===== src/hdl/asmc_pkg.sv =====
`default_nettype none

package asmc_pkg;

    // Matrix geometry
    localparam int MATRIX_SIDE = 16;
    localparam int COORD_W     = $clog2(MATRIX_SIDE);
    localparam int INDEX_W     = 2 * COORD_W;

    // Item kinds
    localparam logic [1:0] KIND_TICK    = 2'd0;
    localparam logic [1:0] KIND_COMMAND = 2'd1;
    localparam logic [1:0] KIND_STOP    = 2'd2;
    localparam logic [1:0] KIND_QUERY   = 2'd3;

    // Command codes
    localparam logic [3:0] CMD_RED      = 4'd0;
    localparam logic [3:0] CMD_LAST     = 4'd3;

    // Display modes
    localparam logic [2:0] MODE_OFF         = 3'd0;
    localparam logic [2:0] MODE_RED         = 3'd1;
    localparam logic [2:0] MODE_GREEN_FIRST = 3'd2;
    localparam logic [2:0] MODE_GREEN_LAST  = 3'd4;
    localparam logic [2:0] MODE_YELLOW_OFS  = 3'd3;

    // Arrow directions
    localparam logic [1:0] DIR_STRAIGHT = 2'd1;
    localparam logic [1:0] DIR_LEFT     = 2'd2;
    localparam logic [1:0] DIR_RIGHT    = 2'd3;

    // Cycle phases
    localparam logic [1:0] PHASE_IDLE   = 2'd0;
    localparam logic [1:0] PHASE_GREEN  = 2'd1;
    localparam logic [1:0] PHASE_YELLOW = 2'd2;

    // Register indexes
    localparam logic [1:0] REG_PHASE_TICKS = 2'd0;
    localparam logic [1:0] REG_BRIGHTNESS  = 2'd1;
    localparam logic [1:0] REG_FIRST_REV   = 2'd2;
    localparam logic [1:0] REG_SERPENTINE  = 2'd3;

    // Register reset values
    localparam logic [15:0] PHASE_TICKS_RESET = 16'd1000;
    localparam logic [7:0]  BRIGHTNESS_RESET  = 8'd8;

    // Settings the pixel lookup needs
    typedef struct packed {
        logic [7:0] brightness;
        logic       first_row_reversed;
        logic       serpentine_rows;
    } pixel_cfg_t;

    // Left-pointing arrow: a is the column, b the row
    function automatic logic hit_left(input logic [COORD_W-1:0] a,
                                      input logic [COORD_W-1:0] b);
        logic [COORD_W:0] ax;
        logic [COORD_W:0] bx;
        logic             shaft;
        logic             upper;
        logic             lower;
        ax    = {1'b0, a};
        bx    = {1'b0, b};
        shaft = (ax >= 5'd5) && (ax <= 5'd14) && (bx >= 5'd7) && (bx <= 5'd8);
        upper = (bx + ax >= 5'd8) && (bx + ax <= 5'd9);
        lower = (bx >= ax + 5'd6) && (bx <= ax + 5'd7);
        return shaft || ((ax >= 5'd1) && (ax <= 5'd5) && (upper || lower));
    endfunction

endpackage

`default_nettype wire


===== src/hdl/asmc_pixel.sv =====
`default_nettype none

module asmc_pixel (
    input  wire logic [asmc_pkg::INDEX_W-1:0] led_index,
    input  wire logic [2:0]                   display_mode,
    input  wire asmc_pkg::pixel_cfg_t         cfg,
    output logic [7:0]                        red_level,
    output logic [7:0]                        green_level
);

    localparam int CW = asmc_pkg::COORD_W;

    logic [CW-1:0] y;
    logic [CW-1:0] px;
    logic [CW-1:0] x;
    logic          rtl;
    logic [1:0]    dir;
    logic          hit;
    logic          is_green;
    logic          is_yellow;

    // Undo the serpentine chain order
    always_comb
    begin
        y   = led_index[asmc_pkg::INDEX_W-1:CW];
        px  = led_index[CW-1:0];
        rtl = cfg.first_row_reversed ^ (cfg.serpentine_rows & y[0]);
        x   = rtl ? ~px : px;
    end

    // Pick the arrow direction from the mode
    always_comb
    begin
        is_green  = (display_mode >= asmc_pkg::MODE_GREEN_FIRST) &&
                    (display_mode <= asmc_pkg::MODE_GREEN_LAST);
        is_yellow = display_mode > asmc_pkg::MODE_GREEN_LAST;
        if (is_yellow)
        begin
            dir = 2'(display_mode - asmc_pkg::MODE_GREEN_LAST);
        end
        else
        begin
            dir = 2'(display_mode - asmc_pkg::MODE_RED);
        end
    end

    // Test the point against the shape
    always_comb
    begin
        case (dir)
            asmc_pkg::DIR_STRAIGHT: hit = asmc_pkg::hit_left(y, x);
            asmc_pkg::DIR_LEFT:     hit = asmc_pkg::hit_left(x, y);
            asmc_pkg::DIR_RIGHT:    hit = asmc_pkg::hit_left(~x, y);
            default:                hit = 1'b0;
        endcase
    end

    // Color the pixel
    always_comb
    begin
        red_level   = 8'd0;
        green_level = 8'd0;
        if (display_mode == asmc_pkg::MODE_RED)
        begin
            red_level = cfg.brightness;
        end
        else if (is_green && hit)
        begin
            green_level = cfg.brightness;
        end
        else if (is_yellow && hit)
        begin
            red_level   = cfg.brightness;
            green_level = cfg.brightness;
        end
    end

endmodule

`default_nettype wire


===== src/hdl/arrow_signal_matrix_controller_top.sv =====
`default_nettype none

// Arrow signal matrix controller for a 16x16 LED chain. Every input beat (tick,
// command, stop or pixel query) yields exactly one result beat, registered in the
// cycle after acceptance; one beat is taken per cycle, so the sustained rate is
// one item per clock, set by the single result register, which holds while the
// output side stalls and stalls the input side only then. Commands start red or
// a green arrow that turns yellow after phase_ticks ticks and then solid red;
// pixel queries map a chain position to x,y and test it against the arrow shape.
// Registers on the APB port: 0x0 phase_ticks, 0x4 brightness,
// 0x8 first_row_reversed, 0xC serpentine_rows.

module arrow_signal_matrix_controller_top (
    input  wire logic        clk,
    input  wire logic        rst_n,
    // configuration port
    input  wire logic        psel,
    input  wire logic        penable,
    input  wire logic        pwrite,
    input  wire logic [3:0]  paddr,
    input  wire logic [31:0] pwdata,
    output logic [31:0]      prdata,
    output logic             pready,
    // input channel
    input  wire logic        in_valid,
    output logic             in_stall,
    input  wire logic [1:0]  kind,
    input  wire logic [3:0]  command_code,
    input  wire logic [7:0]  led_index,
    // result channel
    output logic             out_valid,
    input  wire logic        out_stall,
    output logic [7:0]       red_level,
    output logic [7:0]       green_level,
    output logic [7:0]       blue_level,
    output logic [2:0]       shown_mode,
    output logic             cycle_busy,
    output logic             command_taken
);

    logic [15:0] phase_ticks_reg;
    logic [7:0]  brightness_reg;
    logic        first_rev_reg;
    logic        serpentine_reg;

    logic [2:0]  mode_reg;
    logic [2:0]  mode_next;
    logic [1:0]  phase_reg;
    logic [1:0]  phase_next;
    logic [15:0] elapsed_reg;
    logic [15:0] elapsed_next;
    logic [15:0] elapsed_inc;
    logic        taken_next;

    logic        out_valid_reg;
    logic [7:0]  red_reg;
    logic [7:0]  green_reg;
    logic [2:0]  mode_out_reg;
    logic        busy_reg;
    logic        taken_reg;

    logic [7:0]  pix_red;
    logic [7:0]  pix_green;
    logic        accept;
    logic        cfg_write;

    asmc_pkg::pixel_cfg_t pix_cfg;

    assign pready    = 1'b1;
    assign cfg_write = psel && penable && pwrite;
    assign in_stall  = out_valid_reg && out_stall;
    assign accept    = in_valid && !in_stall;

    // Configuration registers
    always_ff @(posedge clk or negedge rst_n)
    begin
        if (!rst_n)
        begin
            phase_ticks_reg <= asmc_pkg::PHASE_TICKS_RESET;
            brightness_reg  <= asmc_pkg::BRIGHTNESS_RESET;
            first_rev_reg   <= 1'b1;
            serpentine_reg  <= 1'b1;
        end
        else if (cfg_write)
        begin
            case (paddr[3:2])
                asmc_pkg::REG_PHASE_TICKS: phase_ticks_reg <= pwdata[15:0];
                asmc_pkg::REG_BRIGHTNESS:  brightness_reg  <= pwdata[7:0];
                asmc_pkg::REG_FIRST_REV:   first_rev_reg   <= pwdata[0];
                asmc_pkg::REG_SERPENTINE:  serpentine_reg  <= pwdata[0];
                default:                   phase_ticks_reg <= phase_ticks_reg;
            endcase
        end
    end

    // Register readback
    always_comb
    begin
        case (paddr[3:2])
            asmc_pkg::REG_PHASE_TICKS: prdata = {16'd0, phase_ticks_reg};
            asmc_pkg::REG_BRIGHTNESS:  prdata = {24'd0, brightness_reg};
            asmc_pkg::REG_FIRST_REV:   prdata = {31'd0, first_rev_reg};
            asmc_pkg::REG_SERPENTINE:  prdata = {31'd0, serpentine_reg};
            default:                   prdata = 32'd0;
        endcase
    end

    // Signal cycle state update for one beat
    always_comb
    begin
        mode_next    = mode_reg;
        phase_next   = phase_reg;
        elapsed_next = elapsed_reg;
        taken_next   = 1'b0;
        elapsed_inc  = (elapsed_reg == 16'hFFFF) ? elapsed_reg : elapsed_reg + 16'd1;
        case (kind)
            asmc_pkg::KIND_TICK:
            begin
                if (phase_reg != asmc_pkg::PHASE_IDLE)
                begin
                    elapsed_next = elapsed_inc;
                    if (elapsed_inc >= phase_ticks_reg)
                    begin
                        elapsed_next = 16'd0;
                        if ((phase_reg == asmc_pkg::PHASE_GREEN) &&
                            (mode_reg >= asmc_pkg::MODE_GREEN_FIRST) &&
                            (mode_reg <= asmc_pkg::MODE_GREEN_LAST))
                        begin
                            mode_next  = mode_reg + asmc_pkg::MODE_YELLOW_OFS;
                            phase_next = asmc_pkg::PHASE_YELLOW;
                        end
                        else
                        begin
                            mode_next  = asmc_pkg::MODE_RED;
                            phase_next = asmc_pkg::PHASE_IDLE;
                        end
                    end
                end
            end
            asmc_pkg::KIND_COMMAND:
            begin
                if ((command_code <= asmc_pkg::CMD_LAST) &&
                    (phase_reg == asmc_pkg::PHASE_IDLE))
                begin
                    taken_next   = 1'b1;
                    elapsed_next = 16'd0;
                    if (command_code == asmc_pkg::CMD_RED)
                    begin
                        mode_next = asmc_pkg::MODE_RED;
                    end
                    else
                    begin
                        mode_next  = asmc_pkg::MODE_RED + command_code[2:0];
                        phase_next = asmc_pkg::PHASE_GREEN;
                    end
                end
            end
            asmc_pkg::KIND_STOP:
            begin
                mode_next    = asmc_pkg::MODE_OFF;
                phase_next   = asmc_pkg::PHASE_IDLE;
                elapsed_next = 16'd0;
            end
            default:
            begin
                mode_next = mode_reg;
            end
        endcase
    end

    // Pixel lookup against the current mode
    always_comb
    begin
        pix_cfg.brightness         = brightness_reg;
        pix_cfg.first_row_reversed = first_rev_reg;
        pix_cfg.serpentine_rows    = serpentine_reg;
    end

    asmc_pixel u_pixel (
        .led_index    (led_index),
        .display_mode (mode_reg),
        .cfg          (pix_cfg),
        .red_level    (pix_red),
        .green_level  (pix_green)
    );

    // State registers: advance on an accepted beat
    always_ff @(posedge clk or negedge rst_n)
    begin
        if (!rst_n)
        begin
            mode_reg    <= asmc_pkg::MODE_OFF;
            phase_reg   <= asmc_pkg::PHASE_IDLE;
            elapsed_reg <= 16'd0;
        end
        else if (accept)
        begin
            mode_reg    <= mode_next;
            phase_reg   <= phase_next;
            elapsed_reg <= elapsed_next;
        end
    end

    // Result valid: set on accept, drop when taken
    always_ff @(posedge clk or negedge rst_n)
    begin
        if (!rst_n)
        begin
            out_valid_reg <= 1'b0;
        end
        else if (accept)
        begin
            out_valid_reg <= 1'b1;
        end
        else if (!out_stall)
        begin
            out_valid_reg <= 1'b0;
        end
    end

    // Result payload: load on accept, hold otherwise
    always_ff @(posedge clk)
    begin
        if (accept)
        begin
            red_reg      <= (kind == asmc_pkg::KIND_QUERY) ? pix_red : 8'd0;
            green_reg    <= (kind == asmc_pkg::KIND_QUERY) ? pix_green : 8'd0;
            mode_out_reg <= mode_next;
            busy_reg     <= (phase_next != asmc_pkg::PHASE_IDLE);
            taken_reg    <= taken_next;
        end
    end

    assign out_valid     = out_valid_reg;
    assign red_level     = red_reg;
    assign green_level   = green_reg;
    assign blue_level    = 8'd0;
    assign shown_mode    = mode_out_reg;
    assign cycle_busy    = busy_reg;
    assign command_taken = taken_reg;

endmodule

`default_nettype wire

===== config.mk =====
export PLATFORM = sky130hd
export DESIGN_NAME = arrow_signal_matrix_controller_top
export DESIGN_NICKNAME = d
export VERILOG_FILES = /design/src/hdl/asmc_pkg.sv /design/src/hdl/asmc_pixel.sv /design/src/hdl/arrow_signal_matrix_controller_top.sv
export SDC_FILE = /design/constraint.sdc
export NUM_CORES = 1
export LEC_CHECK = 0
export BUFFER_PORTS_ARGS = -buffer_cell sky130_fd_sc_hd__buf_2
export CORE_MARGIN = 2
export CORE_UTILIZATION = 56
export CTS_CLUSTER_DIAMETER = 30
export DETAILED_ROUTE_END_ITERATION = 12
export GPL_ROUTABILITY_DRIVEN = 0
export PLACE_DENSITY = 0.89
export SLEW_MARGIN = 5
export SYNTH_ARGS = -nofsm -noshare
export SYNTH_HDL_FRONTEND = slang
export SYNTH_SLANG_ARGS = --single-unit

===== constraint.sdc =====
create_clock -name clk -period 4.85 [get_ports clk]
set_input_delay 0.7275 -clock clk [delete_from_list [all_inputs] [get_ports clk]]
set_output_delay 0.7275 -clock clk [all_outputs]
set_load 0.02 [all_outputs]

==> results of run 1 <==
kinds of logic after synthesis:
group / count (synthesis) / share of synthesized area
xor gates and xnor gates: 29 / 0.0551
adders and majority gates: 59 / 0.130
and+or+nand+nor: 193 / 0.174
buffers and inverters: 93 / 0.0793
AOI/OAI and AO/OA: 136 / 0.162
muxes: 38 / 0.0753
DFF: 69 / 0.323
other: 2 / 0.00132
stage by stage:
step           total power, mW  hold slack (ns)  setup slack (ns)  area (um2)  instances
4_1_cts                   2.17            0.514             0.480        6330        825
3_5_place_dp              1.58            0.496             0.554        6090        809
2_1_floorplan             1.38            0.432              1.03        5780        642
5_1_grt                   2.30            0.528             0.212        6330        825
6_report                  2.17            0.510             0.434        6330        825
3_3_place_gp              1.52            0.488             0.674        6090        809
power breakdown:
part / switching (mW) / leakage [nW] / internal [mW] / total (mW)
Clock: 0.240 / 0.124 / 0.344 / 0.584
Combinational: 0.473 / 2.02 / 0.346 / 0.819
Sequential: 0.0794 / 0.810 / 0.692 / 0.771
final cells by class:
| class | count | share of cell area |
|---|---|---|
| Inverter | 46 | 0.0273 |
| Sequential cell | 69 | 0.291 |
| Multi-Input combinational cell | 480 | 0.551 |
| Clock inverter | 7 | 0.0192 |
| Tap cell | 133 | 0.0263 |
| Timing Repair Buffer | 81 | 0.0656 |
| Clock buffer | 9 | 0.0196 |
synthesized netlist by cell type (6+ instances only):
cell type,count
edfxtp_1,21
ha_1,55
dfstp_2,9
o211ai_1,7
nand2_1,58
mux2i_1,8
nand2b_1,8
nand3_1,15
o31ai_1,10
xor2_1,7
mux2_2,29
buf_4,25
xnor2_1,18
clkbuf_1,18
nor3_1,21
dfrtp_1,39
o21ai_0,35
and3_1,6
a21oi_1,36
nor2b_1,20
nor2_1,34
inv_1,45
how the worst max path moves through the flow:
stage	start	cells after the start	slack, ns	end
global route	elapsed_reg[2]	16	0.21	elapsed_reg[10]
global placement	led_index[4]	15	0.67	red_level[3]
finish	elapsed_reg[4]	16	0.43	elapsed_reg[10]
floorplan	elapsed_reg[2]	15	1.03	shown_mode[1]
detailed placement	led_index[4]	15	0.55	red_level[7]
CTS	elapsed_reg[4]	16	0.48	elapsed_reg[10]
layer usage:
metal | global-route usage | part of all wire
met1 | 0.299 | 0.40
met2 | 0.433 | 0.52
met3 | 0.0368 | 0.051
met4 | 0.117 | 0.026
met5 | 0 | 0
layout by cell type (no fill, tap or decap), types with 9 or more instances in the layout:
cell type,instances
ha_1,55
o31ai_1,10
nand2_1,58
nor3_1,21
nor2b_1,20
buf_2,77
inv_1,45
xnor2_1,18
edfxtp_1,21
nor2_1,34
conb_1,25
dfrtp_1,39
dfstp_2,9
a21oi_1,36
o21ai_0,35
nand3_1,15
mux2_2,29
clkbuf_8,9
==> impl_metrics.py, run 1 <==
metrics = {
    "critical_path": {
        "reg2reg_to": "elapsed_reg[10]",
        "cp_max_fo": 9,
        "crit_chain": "and4_1 > and4_1 > a31oi_1 > and3_1 > xor2_1 > ha_1 > a21o_1 > a21oi_1 > o21ai_0 > a21oi_1 > o31ai_1 > buf_4 > nor2_1 > buf_4 > nand2_1 > o41ai_1",
        "cp-end-kind": "flop",
        "crit_required_ns": 5.09,
        "crit_slowest_cell": "a31oi_1",
        "crit_type": "reg2reg",
        "ff2ff_setup_slack_ns": 0.43,
        "cp.arrival_ns": 4.65,
        "ff2ff_path_depth": 16,
        "rr_startpoint": "elapsed_reg[4]",
        "cpPeakStageDelay_ns": 0.56,
        "startpoint_type": "flop",
        "crit_family": "compound AO/OA/AOI/OAI gates",
        "cp_num_buf_inv": 2,
    },
    "clocking": {
        "cts_root_buf": "clkbuf_8",
        "clock_latency_ns": 0.36,
        "postCtsSetupRepairBufs": 0,
        "cts_sinks": 69,
        "cts_made_buffers": 9,
        "htreeDepth": 3,
        "cts_resized": 0,
        "cts.path.max_buffers": 2,
        "cts_hold_buf": 0,
        "tritoncts": "yes",
        "path_clk_slew_ns": 0.08,
    },
    "timing": {
        "fin_crit_ns": 4.42,
        "max_slew_margin": 0.262,
        "worst_pin_slew_ns": 1.11,
        "fin_crit_sh": 0.910,
        "setup_violations": 0,
        "rsz0062_at_grt": "false",
        "fmaxAchievable_mhz": 226,
        "hold_viol": 0,
        "setup_tns_ns": 0,
        "finClkSkew_ns": 0.0148,
        "drv_slew": 0,
    },
    "cells_and_area": {
        "antenna_cells": 0,
        "syn_to_final_growth_pct": 11.1,
        "drive_above_1_share": 0.217,
        "fill_cells": 798,
        "nets": 800,
        "multi_input_area_mm2": 0.00349,
        "final_util": 0.645,
        "regArea_mm2": 0.00184,
    },
    "grt": {
        "antenna_found_initial": 0,
        "grt_max_degree": 49,
        "grt_pass1_vias": 4832,
        "track_usage": 0.248,
        "grt_first_pass_wirelength_mm": 22.3,
        "grt.overflow.total": 0,
    },
    "floorplan": {
        "start_util": 0.580,
        "core_area_mm2": 0.00982,
        "die_w_um": 105,
        "rows": 36,
        "io_pins": 121,
        "die_area_mm2": 0.0110,
        "die_height_um": 105,
    },
    "logic_synthesis": {
        "synthCells": 619,
        "synth_ff_type": "dfrtp_1",
        "yosysTopAreaCell": "dfrtp_1",
        "postSynthAreaPerCell_um2": 9.21,
        "synth_top_area_frac": 0.171,
        "yosysSeqAreaShare": 0.323,
        "synth_edf_count": 21,
        "ys.warnings.count": 0,
        "synth.distinct_cells": 79,
        "syn-cell-area_mm2": 0.00570,
        "ys_ff_latch": 69,
        "async_flop_share": 0.696,
        "synth_area_leaders": "dfrtp_1 17%, ha_1 12%, edfxtp_1 11%",
    },
    "detailed_routing": {
        "route.detailed.drc": 0,
        "initialDrtViolationCount": 456,
        "dr.pass1.iters": 5,
        "ant_nets": 0,
        "totalWireLength_mm": 13.4,
        "viasPerCell": 5.94,
        "wl_per_cell_um": 16.2,
        "via_count": 4900,
    },
    "placed_design": {
        "dpl.hpwl_mm": 10.0,
        "port_buffers": 77,
    },
    "min_path": {
        "hold_path_class": "reg2reg",
        "hold_end": "phase_ticks_reg[14]",
        "holdPathStages": 1,
        "hp-start": "phase_ticks_reg[14]",
    },
    "pwr": {
        "p_leak_nw": 2.96,
        "ir_drop_mv": 0.247,
        "power_density_mw_per_mm2": 343,
    },
    "run_status": {
        "outcome": "finished clean",
    },
    "flow_run": {
        "maxCapViolCount": 0,
    },
}
Note: power is estimated with default switching activity, not from simulation.
==> run 2: changes to the inputs <==
--- a/config.mk
+++ b/config.mk
@@ -7,11 +7,11 @@
 export LEC_CHECK = 0
 export BUFFER_PORTS_ARGS = -buffer_cell sky130_fd_sc_hd__buf_2
 export CORE_MARGIN = 2
-export CORE_UTILIZATION = 56
+export CORE_UTILIZATION = 58
 export CTS_CLUSTER_DIAMETER = 30
 export DETAILED_ROUTE_END_ITERATION = 12
 export GPL_ROUTABILITY_DRIVEN = 0
-export PLACE_DENSITY = 0.89
+export PLACE_DENSITY = 0.84
 export SLEW_MARGIN = 5
 export SYNTH_ARGS = -nofsm -noshare
 export SYNTH_HDL_FRONTEND = slang
==> constraint.sdc (replaced) <==
create_clock -name clk -period 5.7 [get_ports clk]
set_input_delay 0.855 -clock clk [delete_from_list [all_inputs] [get_ports clk]]
set_output_delay 0.855 -clock clk [all_outputs]
set_load 0.02 [all_outputs]
==> run 2 against run 1 <==
  * Flip-flop and latch count unchanged
  * Worst hold slack better by 0.0047 ns
  * Clock power down 24%
  * Sequential power down 15%
  * Critical endpoint is now shown_mode[1]
  * Largest power group unchanged
==> impl_metrics.py, run 2 (synthesis gave the netlist of run 1 again) <==
metrics = {
    "critical_path": {
        "cp.arrival_ns": 4.96,
        "rr_startpoint": "elapsed_reg[4]",
        "cpPeakStageDelay_ns": 0.90,
        "crit_required_ns": 5.78,
        "startpoint": "elapsed_reg[4]",
        "startpoint_type": "flop",
        "cp-end-kind": "flop",
        "reg2reg_to": "shown_mode[1]",
        "crit_chain": "and4_1 > and4_1 > a31oi_1 > nand4_1 > xnor2_1 > ha_1 > o21ai_0 > a211oi_1 > a21oi_1 > o31ai_1 > o21ai_0 > a2bb2oi_1 > o211ai_1",
        "ff2ff_path_depth": 13,
        "crit_family": "compound AO/OA/AOI/OAI gates",
        "cp_max_fo": 9,
        "crit_slowest_cell": "o31ai_1",
        "crit_type": "reg2reg",
        "cp_num_buf_inv": 0,
        "ff2ff_setup_slack_ns": 0.81,
    },
    "grt": {
        "grt_first_pass_wirelength_mm": 20.6,
        "antenna_found_initial": 0,
        "grt.overflow.total": 0,
        "grt_max_degree": 49,
        "track_usage": 0.246,
        "grt_pass1_vias": 4504,
    },
    "cells_and_area": {
        "multi_input_area_mm2": 0.00349,
        "nets": 797,
        "drive_above_1_share": 0.213,
        "syn_to_final_growth_pct": 10.4,
        "fin_area_mm2": 0.00629,
        "regArea_mm2": 0.00184,
        "final_util": 0.652,
        "final_common_cell": "buf_2",
        "antenna_cells": 0,
        "fin_cells": 822,
        "fill_cells": 800,
        "layout_common_cells": "77 x buf_2, 58 x nand2_1, 55 x ha_1, 45 x inv_1, 39 x dfrtp_1",
    },
    "pwr": {
        "clkPwrFrac": 0.250,
        "p_sw_mw": 0.670,
        "p_leak_nw": 2.93,
        "p_seq_frac": 0.366,
        "switching_share": 0.376,
        "power_density_mw_per_mm2": 284,
        "ir_drop_mv": 0.165,
        "total_power_mw": 1.78,
        "power_frac_comb": 0.384,
        "p_int_mw": 1.11,
    },
    "detailed_routing": {
        "ant_nets": 0,
        "dr.pass1.iters": 5,
        "totalWireLength_mm": 13.3,
        "via_count": 4812,
        "route.detailed.drc": 0,
        "viasPerCell": 5.85,
        "initialDrtViolationCount": 293,
        "wl_per_cell_um": 16.1,
    },
    "timing": {
        "hold_viol": 0,
        "fin_crit_ns": 4.89,
        "fmaxAchievable_mhz": 205,
        "setup_tns_ns": 0,
        "drv_slew": 0,
        "worst_pin_slew_ns": 1.24,
        "rsz0062_at_grt": "false",
        "fin_crit_sh": 0.858,
        "setup_violations": 0,
        "setup_ws_ns": 0.812,
        "holdWs_ns": 0.514,
        "max_slew_margin": 0.161,
        "finClkSkew_ns": 0.0155,
    },
    "floorplan": {
        "die_area_mm2": 0.0106,
        "start_util": 0.591,
        "die_height_um": 103,
        "core_area_mm2": 0.00964,
        "die_w_um": 103,
        "io_pins": 121,
        "rows": 36,
    },
    "clocking": {
        "postCtsSetupRepairBufs": 0,
        "cts_resized": 0,
        "cts_sinks": 69,
        "cts_made_buffers": 9,
        "clock_latency_ns": 0.35,
        "cts_hold_buf": 0,
        "cts.path.max_buffers": 2,
        "htreeDepth": 3,
        "tritoncts": "yes",
        "path_clk_slew_ns": 0.09,
        "cts_root_buf": "clkbuf_8",
    },
    "min_path": {
        "hold_end": "phase_ticks_reg[14]",
        "holdPathStages": 1,
        "hp-start": "phase_ticks_reg[14]",
        "hold_path_class": "reg2reg",
    },
    "placed_design": {
        "dp.cells": 806,
        "placed_area_mm2": 0.00606,
        "port_buffers": 77,
        "pre_cts_slack_ns": 1.14,
        "dpl.hpwl_mm": 9.97,
    },
    "flow_run": {
        "maxCapViolCount": 0,
    },
    "run_status": {
        "outcome": "finished clean",
    },
}
-- run 2: layout make-up --
class / count / area share
Multi-Input combinational cell: 480 / 0.555
Sequential cell: 69 / 0.293
Timing Repair Buffer: 78 / 0.0625
Inverter: 46 / 0.0275
Tap cell: 133 / 0.0265
Clock buffer: 10 / 0.0237
Clock inverter: 6 / 0.0119
-- run 2: worst max path at each step --
stage	cells past startpoint	to
3_3_place_gp	15	red_level[1]
2_1_floorplan	15	red_level[0]
4_1_cts	13	shown_mode[1]
5_1_grt	13	shown_mode[1]
3_5_place_dp	15	red_level[0]
6_report	13	shown_mode[1]
-- run 2: layer usage --
| metal | routed length (um) | share of wire | global-route usage |
|---|---|---|---|
| met5 | 0 | 0 | 0 |
| met4 | 314 | 0.024 | 0.0810 |
| met3 | 719 | 0.054 | 0.0441 |
| met2 | 6690 | 0.50 | 0.429 |
| met1 | 5540 | 0.42 | 0.308 |
-- run 2: worst reg2reg max path, cell delays in order (launching register included) --
cell and delay [ns]:
dfrtp_1 0.47, and4_1 0.28, and4_1 0.27, a31oi_1 0.58
nand4_1 0.21, xnor2_1 0.20, ha_1 0.31, o21ai_0 0.13
a211oi_1 0.34, a21oi_1 0.17, o31ai_1 0.90, o21ai_0 0.35
a2bb2oi_1 0.30, o211ai_1 0.12
-- run 2: power by group through the flow --
stage               logic [mW]  clock network, mW  registers [mW]
global placement         0.642                  0           0.654
CTS                      0.683              0.452           0.651
floorplan                0.532                  0           0.645
finish                   0.685              0.446           0.652
detailed placement       0.675                  0           0.660
global route             0.754              0.470           0.661
